--- config.mk ---
export PLATFORM = sky130hd
export DESIGN_NAME = fifo_page_replacement_unit
export DESIGN_NICKNAME = d
export VERILOG_FILES = /design/src/rtl/fpr_pkg.sv /design/src/rtl/fpr_ctrl.sv /design/src/rtl/fpr_dp.sv /design/src/rtl/fifo_page_replacement_unit.sv
export SDC_FILE = /design/constraint.sdc
export NUM_CORES = 1
export LEC_CHECK = 0
export BUFFER_PORTS_ARGS = -buffer_cell sky130_fd_sc_hd__clkbuf_2
export CORE_MARGIN = 1.5
export CORE_UTILIZATION = 59
export CTS_CLUSTER_SIZE = 8
export DETAILED_ROUTE_END_ITERATION = 10
export HOLD_SLACK_MARGIN = 0.02
export PLACE_DENSITY_LB_ADDON = 0.12
export SYNTH_ARGS = -nofsm -noshare
export SYNTH_HDL_FRONTEND = slang
export SYNTH_SLANG_ARGS = --single-unit
--- constraint.sdc ---
create_clock -name clk -period 7.7 [get_ports clk]
set_input_delay 1.54 -clock clk [delete_from_list [all_inputs] [get_ports clk]]
set_output_delay 1.54 -clock clk [all_outputs]
set_load 0.1 [all_outputs]
--- src/rtl/fpr_pkg.sv ---
package fpr_pkg;

	localparam int FRAMES    = 16;
	localparam int PAGE_BITS = 8;
	localparam int SLOT_W    = $clog2(FRAMES);
	localparam int CNT_W     = $clog2(FRAMES + 1);
	localparam int LIMIT_W   = 5;
	localparam int TOTAL_W   = 16;

	localparam logic [LIMIT_W-1:0] LIMIT_RESET = LIMIT_W'(4);
	localparam logic [TOTAL_W-1:0] TOTAL_MAX   = {TOTAL_W{1'b1}};

	typedef logic [PAGE_BITS-1:0] page_t;
	typedef logic [SLOT_W-1:0]    slot_t;
	typedef logic [CNT_W-1:0]     cnt_t;

	// controller to datapath
	typedef struct packed {
		logic capture;
		logic exec;
	} fpr_cmd_t;

	// datapath to controller
	typedef struct packed {
		logic out_full;
	} fpr_sts_t;

endpackage

--- src/rtl/fpr_ctrl.sv ---
module fpr_ctrl (
	input  logic              clk,
	input  logic              arst_n,
	input  logic              in_valid,
	output logic              in_stall,
	input  logic              out_stall,
	input  fpr_pkg::fpr_sts_t sts,
	output fpr_pkg::fpr_cmd_t cmd
);
	import fpr_pkg::*;

	localparam logic [0:0] ST_IDLE = 1'b0;
	localparam logic [0:0] ST_EXEC = 1'b1;

	logic [0:0] state_q;
	logic [0:0] state_d;
	logic       out_free;

	// output register can take a new result this cycle
	assign out_free = !sts.out_full || !out_stall;

	always_comb begin
		state_d     = state_q;
		in_stall    = 1'b0;
		cmd.capture = 1'b0;
		cmd.exec    = 1'b0;
		unique case (state_q)
			ST_IDLE: begin
				if (in_valid) begin
					cmd.capture = 1'b1;
					state_d     = ST_EXEC;
				end
			end
			ST_EXEC: begin
				in_stall = 1'b1;
				if (out_free) begin
					cmd.exec = 1'b1;
					state_d  = ST_IDLE;
				end
			end
			default: begin
				state_d = ST_IDLE;
			end
		endcase
	end

	always_ff @(posedge clk or negedge arst_n) begin
		if (!arst_n) begin
			state_q <= ST_IDLE;
		end else begin
			state_q <= state_d;
		end
	end

endmodule

--- src/rtl/fpr_dp.sv ---
module fpr_dp (
	input  logic                            clk,
	input  logic                            arst_n,
	input  fpr_pkg::fpr_cmd_t               cmd,
	output fpr_pkg::fpr_sts_t               sts,
	input  logic                            cfg_we,
	input  logic [fpr_pkg::LIMIT_W-1:0]     cfg_limit,
	input  logic [7:0]                      page_number,
	input  logic                            out_stall,
	output logic                            out_valid,
	output logic                            hit,
	output logic                            evicted_valid,
	output logic [7:0]                      evicted_page,
	output logic [fpr_pkg::TOTAL_W-1:0]     hit_total,
	output logic [fpr_pkg::TOTAL_W-1:0]     fault_total
);
	import fpr_pkg::*;

	page_t               pages_q [FRAMES];
	page_t               page_q;
	cnt_t                count_q;
	slot_t               oldest_q;
	logic [TOTAL_W-1:0]  hits_q;
	logic [TOTAL_W-1:0]  faults_q;
	logic [LIMIT_W-1:0]  limit_cfg_q;
	logic                out_valid_q;

	logic [LIMIT_W-1:0]  limit;
	logic [FRAMES-1:0]   match_vec;
	logic                is_hit;
	logic                evict;
	slot_t               oldest_d;
	cnt_t                count_base;
	logic [SLOT_W:0]     wr_sum;
	slot_t               wr_slot;

	// clamp the frame limit to 1..FRAMES
	always_comb begin
		priority if (limit_cfg_q == '0) begin
			limit = LIMIT_W'(1);
		end else if (limit_cfg_q > LIMIT_W'(FRAMES)) begin
			limit = LIMIT_W'(FRAMES);
		end else begin
			limit = limit_cfg_q;
		end
	end

	// parallel compare against occupied slots
	always_comb begin
		for (int i = 0; i < FRAMES; i++) begin
			logic [SLOT_W:0] off;
			if (SLOT_W'(i) >= oldest_q) begin
				off = (SLOT_W+1)'(SLOT_W'(i) - oldest_q);
			end else begin
				off = (SLOT_W+1)'(i) + (SLOT_W+1)'(FRAMES) - {1'b0, oldest_q};
			end
			match_vec[i] = (CNT_W'(off) < count_q) && (pages_q[i] == page_q);
		end
	end

	assign is_hit = |match_vec;
	assign evict  = (CNT_W'(count_q) >= CNT_W'(limit)) && (count_q != '0);

	always_comb begin
		if (evict) begin
			oldest_d   = (oldest_q == SLOT_W'(FRAMES - 1)) ? '0 : oldest_q + SLOT_W'(1);
			count_base = count_q - CNT_W'(1);
		end else begin
			oldest_d   = oldest_q;
			count_base = count_q;
		end
		wr_sum = {1'b0, oldest_d} + (SLOT_W+1)'(count_base);
		if (wr_sum >= (SLOT_W+1)'(FRAMES)) begin
			wr_slot = SLOT_W'(wr_sum - (SLOT_W+1)'(FRAMES));
		end else begin
			wr_slot = SLOT_W'(wr_sum);
		end
	end

	always_ff @(posedge clk) begin
		if (cmd.capture) begin
			page_q <= PAGE_BITS'(page_number);
		end
		if (cmd.exec && !is_hit) begin
			pages_q[wr_slot] <= page_q;
		end
		if (cmd.exec) begin
			hit           <= is_hit;
			evicted_valid <= !is_hit && evict;
			evicted_page  <= (!is_hit && evict) ? 8'(pages_q[oldest_q]) : 8'd0;
		end
	end

	always_ff @(posedge clk or negedge arst_n) begin
		if (!arst_n) begin
			count_q     <= '0;
			oldest_q    <= '0;
			hits_q      <= '0;
			faults_q    <= '0;
			limit_cfg_q <= LIMIT_RESET;
			out_valid_q <= 1'b0;
		end else begin
			if (cfg_we) begin
				limit_cfg_q <= cfg_limit;
			end
			if (cmd.exec) begin
				out_valid_q <= 1'b1;
				if (is_hit) begin
					if (hits_q != TOTAL_MAX) begin
						hits_q <= hits_q + TOTAL_W'(1);
					end
				end else begin
					if (faults_q != TOTAL_MAX) begin
						faults_q <= faults_q + TOTAL_W'(1);
					end
					oldest_q <= oldest_d;
					count_q  <= count_base + CNT_W'(1);
				end
			end else if (!out_stall) begin
				out_valid_q <= 1'b0;
			end
		end
	end

	// totals follow the counters, which only move together with a new result
	assign hit_total    = hits_q;
	assign fault_total  = faults_q;
	assign out_valid    = out_valid_q;
	assign sts.out_full = out_valid_q;

endmodule

--- src/rtl/fifo_page_replacement_unit.sv ---
// fifo page replacement unit: each input transaction carries one page reference,
// which is checked against the resident frames; a hit is counted, a miss is
// counted as a fault and the page is inserted, evicting the oldest resident
// page first when the frame limit (frames_in_use, 1..16, reset 4, 0 acts as 1,
// larger values act as 16) is reached. one output transaction per reference
// gives hit, the evicted page if any, and saturating hit and fault totals.
// a reference is first registered, then the parallel compare across the 16 frame
// registers and the frame store update run once the output register is free;
// in_stall is held until then, so a new reference is taken only after the last
// result is registered, and is captured while that result waits to be taken.
// the frame store starts empty with no clearing pass; lowering the limit while
// full leaves the set at its size, one eviction per fault. cfg_ready is always high.
module fifo_page_replacement_unit (
	input  logic                        clk,
	input  logic                        arst_n,
	// configuration write channel
	input  logic                        cfg_valid,
	output logic                        cfg_ready,
	input  logic [fpr_pkg::LIMIT_W-1:0] frames_in_use,
	// reference input channel
	input  logic                        in_valid,
	output logic                        in_stall,
	input  logic [7:0]                  page_number,
	// result output channel
	output logic                        out_valid,
	input  logic                        out_stall,
	output logic                        hit,
	output logic                        evicted_valid,
	output logic [7:0]                  evicted_page,
	output logic [fpr_pkg::TOTAL_W-1:0] hit_total,
	output logic [fpr_pkg::TOTAL_W-1:0] fault_total
);
	import fpr_pkg::*;

	fpr_cmd_t cmd;
	fpr_sts_t sts;

	// the limit register is a plain write, never back-pressured
	assign cfg_ready = 1'b1;

	// sequencer: capture a reference, then run the lookup and update
	fpr_ctrl u_ctrl (
		.clk       (clk),
		.arst_n    (arst_n),
		.in_valid  (in_valid),
		.in_stall  (in_stall),
		.out_stall (out_stall),
		.sts       (sts),
		.cmd       (cmd)
	);

	// frame store, fifo pointers, counters and result register
	fpr_dp u_dp (
		.clk           (clk),
		.arst_n        (arst_n),
		.cmd           (cmd),
		.sts           (sts),
		.cfg_we        (cfg_valid && cfg_ready),
		.cfg_limit     (frames_in_use),
		.page_number   (page_number),
		.out_stall     (out_stall),
		.out_valid     (out_valid),
		.hit           (hit),
		.evicted_valid (evicted_valid),
		.evicted_page  (evicted_page),
		.hit_total     (hit_total),
		.fault_total   (fault_total)
	);

endmodule
Word-level counts from Yosys, hierarchy flattened
Memory sizes are Yosys's and may differ from the RTL's. A register that Yosys moved wholly into a read port is not among the register bits.
Index checks and enable logic that the tools add are counted.
Word-level totals
  register bits: 58
  latch bits: 0
  RAM bits: 128
  ROM bits: 0
  output and inout bits: 45
  word-level logic and storage cells: 170
  memories kept: 1
Memory list
  u_dp.pages_q: depth 16, width 8, rd ports 17, clocked after memory_dff 1, write ports 1, line fpr_dp.sv:19  | page_t pages_q [FRAMES];
Operators by class
  add/sub/neg operators: 39
  $mul: 0
  div/mod/pow operators: 0
  order comparisons: 35
  equal/unequal tests: 20
  shift operators: 0
  multiplexer cells: 33
  bitwise operators: 2
  reductions and logical operators: 30
Operators with widths (count)
  8-bit == test: 16
  5-bit 2-to-1 mux: 19
  5-bit less-than comparator: 16
  5-bit by 4-bit subtractor with 5-bit output (first input constant): 16
  4-bit by 4-bit subtractor with 5-bit output (first input constant): 8
  16-bit by 1-bit adder with 16-bit output (second input constant): 2
  4-bit >= comparator (first input constant): 8
  16-bit != test (second input constant): 2
  3-bit by 4-bit subtractor with 5-bit output (first input constant): 4
  1-bit logical AND: 19
  3-bit by 4-bit >= comparator with 1-bit output (first input constant): 4
  16-bit OR reduction: 1
  4-bit 2-to-1 mux: 3
  1-bit 2-to-1 mux: 10
  1-bit by 4-bit subtractor with 5-bit output (first input constant): 2
  2-bit by 4-bit subtractor with 5-bit output (first input constant): 2
  1-bit by 4-bit >= comparator with 1-bit output (first input constant): 2
  2-bit by 4-bit >= comparator with 1-bit output (first input constant): 2
  3-bit AND reduction: 2
  4-bit by 5-bit adder with 5-bit output: 1
  5-bit by 1-bit adder with 5-bit output (second input constant): 1
  5-bit >= comparator: 1
  5-bit >= comparator (second input constant): 1
  5-bit > comparator (second input constant): 1
  12 further kinds: 16

Logic depth before layout (Yosys ltp)
  word-level depth: 9
  mapped depth: 20
  gate-level depth less buffers: 16

Modules after synthesis
A second synthesis with hierarchy kept.
Unflattened totals
  cell total of the unflattened synthesis: 905
  area, all modules: 11542.3 µm²
Modules (own cells, without submodules)
  fpr_dp: times used 1, cells an instance 899, area each 11481.0 µm², seq. area each 5561.6 µm²
  fpr_ctrl: times used 1, cells an instance 4, area each 50.0 µm², seq. area each 25.0 µm²
  fifo_page_replacement_unit: times used 1, cells an instance 2, area each 11.3 µm², seq. area each 0.0 µm²

Worst setup path before layout
OpenSTA, ideal clock, no wires.
  path kind: register to register
  start: register u_dp.oldest_q[1]
  end: memory u_dp.pages_q[15][0] in the netlist's numbering, enable pin
  arrival: 4.390 ns
  data required time: 7.302 ns
  slack: 2.912 ns
  cell stages (with the launch flop): 18
  period minus slack after synthesis: 4.788 ns
  cells stage by stage: dfrtp_1 -> clkbuf_1 -> buf_1 -> inv_1 -> ha_1 -> xor2_1 -> inv_1 -> ha_1 -> nand2_1 -> o21ai_2 -> a21oi_1 -> nor2b_1 -> o41ai_1 -> nor4_2 -> and3_1 -> buf_6 -> buf_8 -> nor4b_1
On the way
  longest elaborated chain between the ends: 9
  elaborated cells on any way between the ends: 109
RTL lines
  from (decl): line fpr_dp.sv:22  | slot_t oldest_q;
  from (signal assigned): line fpr_dp.sv:116  | oldest_q <= oldest_d;
  branches (longest 9 deep; another with 4-bit by 5-bit adder with 5-bit output)
  to (decl): line fpr_dp.sv:19
Several ways; the timed one is not identified.

Final worst setup path
  start: register u_dp.oldest_q[3]
  end: memory u_dp.pages_q[4][3] in the netlist's numbering, enable pin
Same word-level chain as after synthesis.

==> summary.md <==
| Metric | Value |
|---|---|
| Status | completed |
| Total CTS buffers | 17 |
| Layout cells sized above 1 | 19.0% |
| Vias | 7663 |
| Final ANT Viol Nets | 0 |
| Num ports | 63 |
| Worst skew pair latency | 0.44 ns |
| Maximum capacitance violations | 0 |
| Core Region | 19300 um^2 |
| Post-synth top area share | 37.9% |
| Area after DPL | 12100 um^2 |
| Clk pin slew, worst setup/hold paths | 0.07 ns |
| Final-report max-slew violation count | 0 |
| Fmax achieved | 165 MHz |
| First-pass GRT wire length | 44.0 mm |
| Kind of end point of the critical path | flop |
| Total gr overflow | 0 |
| Post-synth EDFFs | 146 |
| Starting Density | 59.9% |
| Post-route minimum period | 6.06 ns |
| Row count | 51 |
| Die Y | 143 um |
| Post-route cell area | 12700 um^2 |
| Synthesized area | 11600 um^2 |
| CP arrival | 6.20 ns |
| Critical Path Max Stage Delay | 0.92 ns |
| CTS tree | built |
| RSZ-0062 raised after global routing | no |
| Clock sinks | 194 |
| PostCTS Resize Cnt | 0 |
| Rel. slew slack | 32.4% |
| Slowest CP cell | clkinv_1 |
| Setup CP Type | flop to flop |
| CP cell instances | clkinv_1 -> ha_1 -> a2111oi_0 -> a211oi_1 -> ha_1 -> a2111oi_0 -> nor3_2 -> and3_1 -> buf_4 -> nor4b_1 -> buf_4 |
| Largest net degree at the start of global routing | 49 |
| Final WL | 28.7 mm |
| DIE AREA | 20500 um^2 |
| WL/cell | 22.9 um |
| Commonest cells post-synth | 146 x edfxtp_1, 106 x xnor2_1, 78 x ha_1 |
| Nets@finish | 1072 |
| Setup WS pre-CTS | 1.84 ns |
| Hold_buf cts | 0 |
| Mean Syn Cell Area | 12.7 um^2 |
| Setup bufs post-CTS | 0 |
| Cell accounting for the most synthesized area | edfxtp_1 |
| Synth warn | 0 |
| Hold Fails Final Rpt | 0 |
| 1st-pass router iterations | 6 |
| Detailed placement HPWL | 20.3 mm |
| Synthesis-to-layout area growth | 9.91% |
| Synth unique cells | 63 |
| DRT iter0 DRCs | 810 |
| Worst slew pin tran | 1.01 ns |
| Antenna cells | 0 |
| Number of global-route vias before repair | 7453 |
| Main synth FF type | edfxtp_1 |
| Total global-route track usage | 29.7% |
| Root Buffer | clkbuf_16 |
| Placer congestion estimate | 0.895 |
| Chip width | 143 um |
| Residual DRC count | 0 |
| Final worst slack | 1.64 ns |
| Share of synthesized flip-flops with an asynchronous set or reset | 24.7% |
| Fillers | 1472 |
| Cells after synthesis | 908 |
| CP max FO | 24 |
| #FFs+latches synth | 194 |
| Buffers on Ports | 61 |
| Setup TNS | 0 ns |
| Initial antenna violation count | 0 |
| Sequential fraction of the synthesis area | 48.3% |
| Most common cell in the netlist | edfxtp_1 |
| Critical Path RT | 7.84 ns |
| Hold crit path type | flop to flop |
| Avg Vias per Cell | 6.12 |
| Clk buf depth | 2 |
| Area contributors post-synth | edfxtp_1 38%, dfrtp_1 10%, ha_1 8.4% |
| Clock skew | 0.0105 ns |
| Post-route clock period utilization | 78.7% |
| # setup viols final | 0 |
| Htree depth | 4 |
| Startpoint Class | flop |
[routing by layer]
layer | vias to the layer above | part of all wire (%) | global-route usage (%)
met4 | 0 | 4.0 | 14.0
li1 | 3466 | - | -
met3 | 60 | 8.2 | 5.63
met5 | - | 0 | 0
met1 | 3744 | 43 | 42.5
met2 | 393 | 45 | 44.0
[flip-flops by register name, summed over array words and instances, names as in the netlist]
signal              cells
u_dp.out_valid          1
u_dp.limit_cfg_q        5
u_dp.oldest_q           4
u_dp.page_q             8
u_dp.hit_total         16
u_dp.fault_total       16
u_dp.hit                1
u_ctrl.state_q          1
u_dp.evicted_valid      1
u_dp.evicted_page       8
u_dp.count_q            5
u_dp.pages_q          128
[per-stage QoR]
stage,hold slack (ns),cells,util (%)
finish,0.488,1253,65.8
global route,0.516,1253,65.8
CTS,0.492,1253,65.8
detailed placement,0.481,1221,62.7
global placement,0.477,1221,62.7
floorplan,0.481,909,-
[cells by family (layout without fill, tap and decap cells)]
group,after synthesis,count (layout),synth area share (%)
and+or+nand+nor,218,218,10.7
DFF,194,194,48.3
xor gates and xnor gates,179,179,13.5
AOI/OAI and AO/OA,97,97,5.56
buffers and inverters,87,166,4.31
adders and majority gates,79,79,8.60
muxes,52,52,8.97
other,2,3,0.0649
[placed cells by master, fill, tap and decap left out, types with 16 or more instances in the layout]
cell / instances
a21oi_1: 29
clkbuf_2: 61
xor2_1: 73
clkbuf_16: 17
edfxtp_1: 146
nor2b_1: 16
nand3_1: 21
xnor2_1: 106
dfrtp_1: 46
ha_1: 78
nor2_1: 23
inv_1: 45
mux4_2: 40
nand4_1: 27
buf_4: 26
o21ai_0: 18
nand2_1: 54
[critical path: cells and delay by family (launching register included)]
| family | cells | cell delay, ns |
|---|---|---|
| AOI/OAI and AO/OA | 3 | 0.73 |
| and+or+nand+nor | 3 | 1.67 |
| adders and majority gates | 2 | 0.93 |
| buffers and inverters | 3 | 1.58 |
| DFF | 1 | 0.81 |
[area by class of cell]
| cell class | count | area, um^2 | share of cell area (%) |
|---|---|---|---|
| Sequential cell | 194 | 5590 | 43.9 |
| Multi-Input combinational cell | 628 | 5530 | 43.4 |
| Timing Repair Buffer | 87 | 500 | 3.93 |
| Clock buffer | 22 | 454 | 3.57 |
| Tap cell | 265 | 332 | 2.61 |
| Inverter | 47 | 176 | 1.39 |
| Clock inverter | 10 | 148 | 1.16 |
[path summary, 6_finish.rpt]
check	start	endpoint	slack (ns)	cells after the start
max in group asynchronous	arst_n	u_dp.oldest_q[0]	6.05	2
setup reg to reg	u_dp.oldest_q[3]	u_dp.pages_q[4][3]	1.64	11
hold / removal	u_dp.hit_total[10]	u_dp.hit_total[10]	0.49	1
hold reg to reg	u_dp.hit_total[10]	u_dp.hit_total[10]	0.49	1
setup / recovery	u_dp.oldest_q[3]	u_dp.pages_q[4][3]	1.64	11
min in group asynchronous	arst_n	u_dp.limit_cfg_q[0]	1.20	2
Power is left out: the tool's default activity adds up to more than one toggle a clock period on the data nets, which glitch-free logic cannot reach.
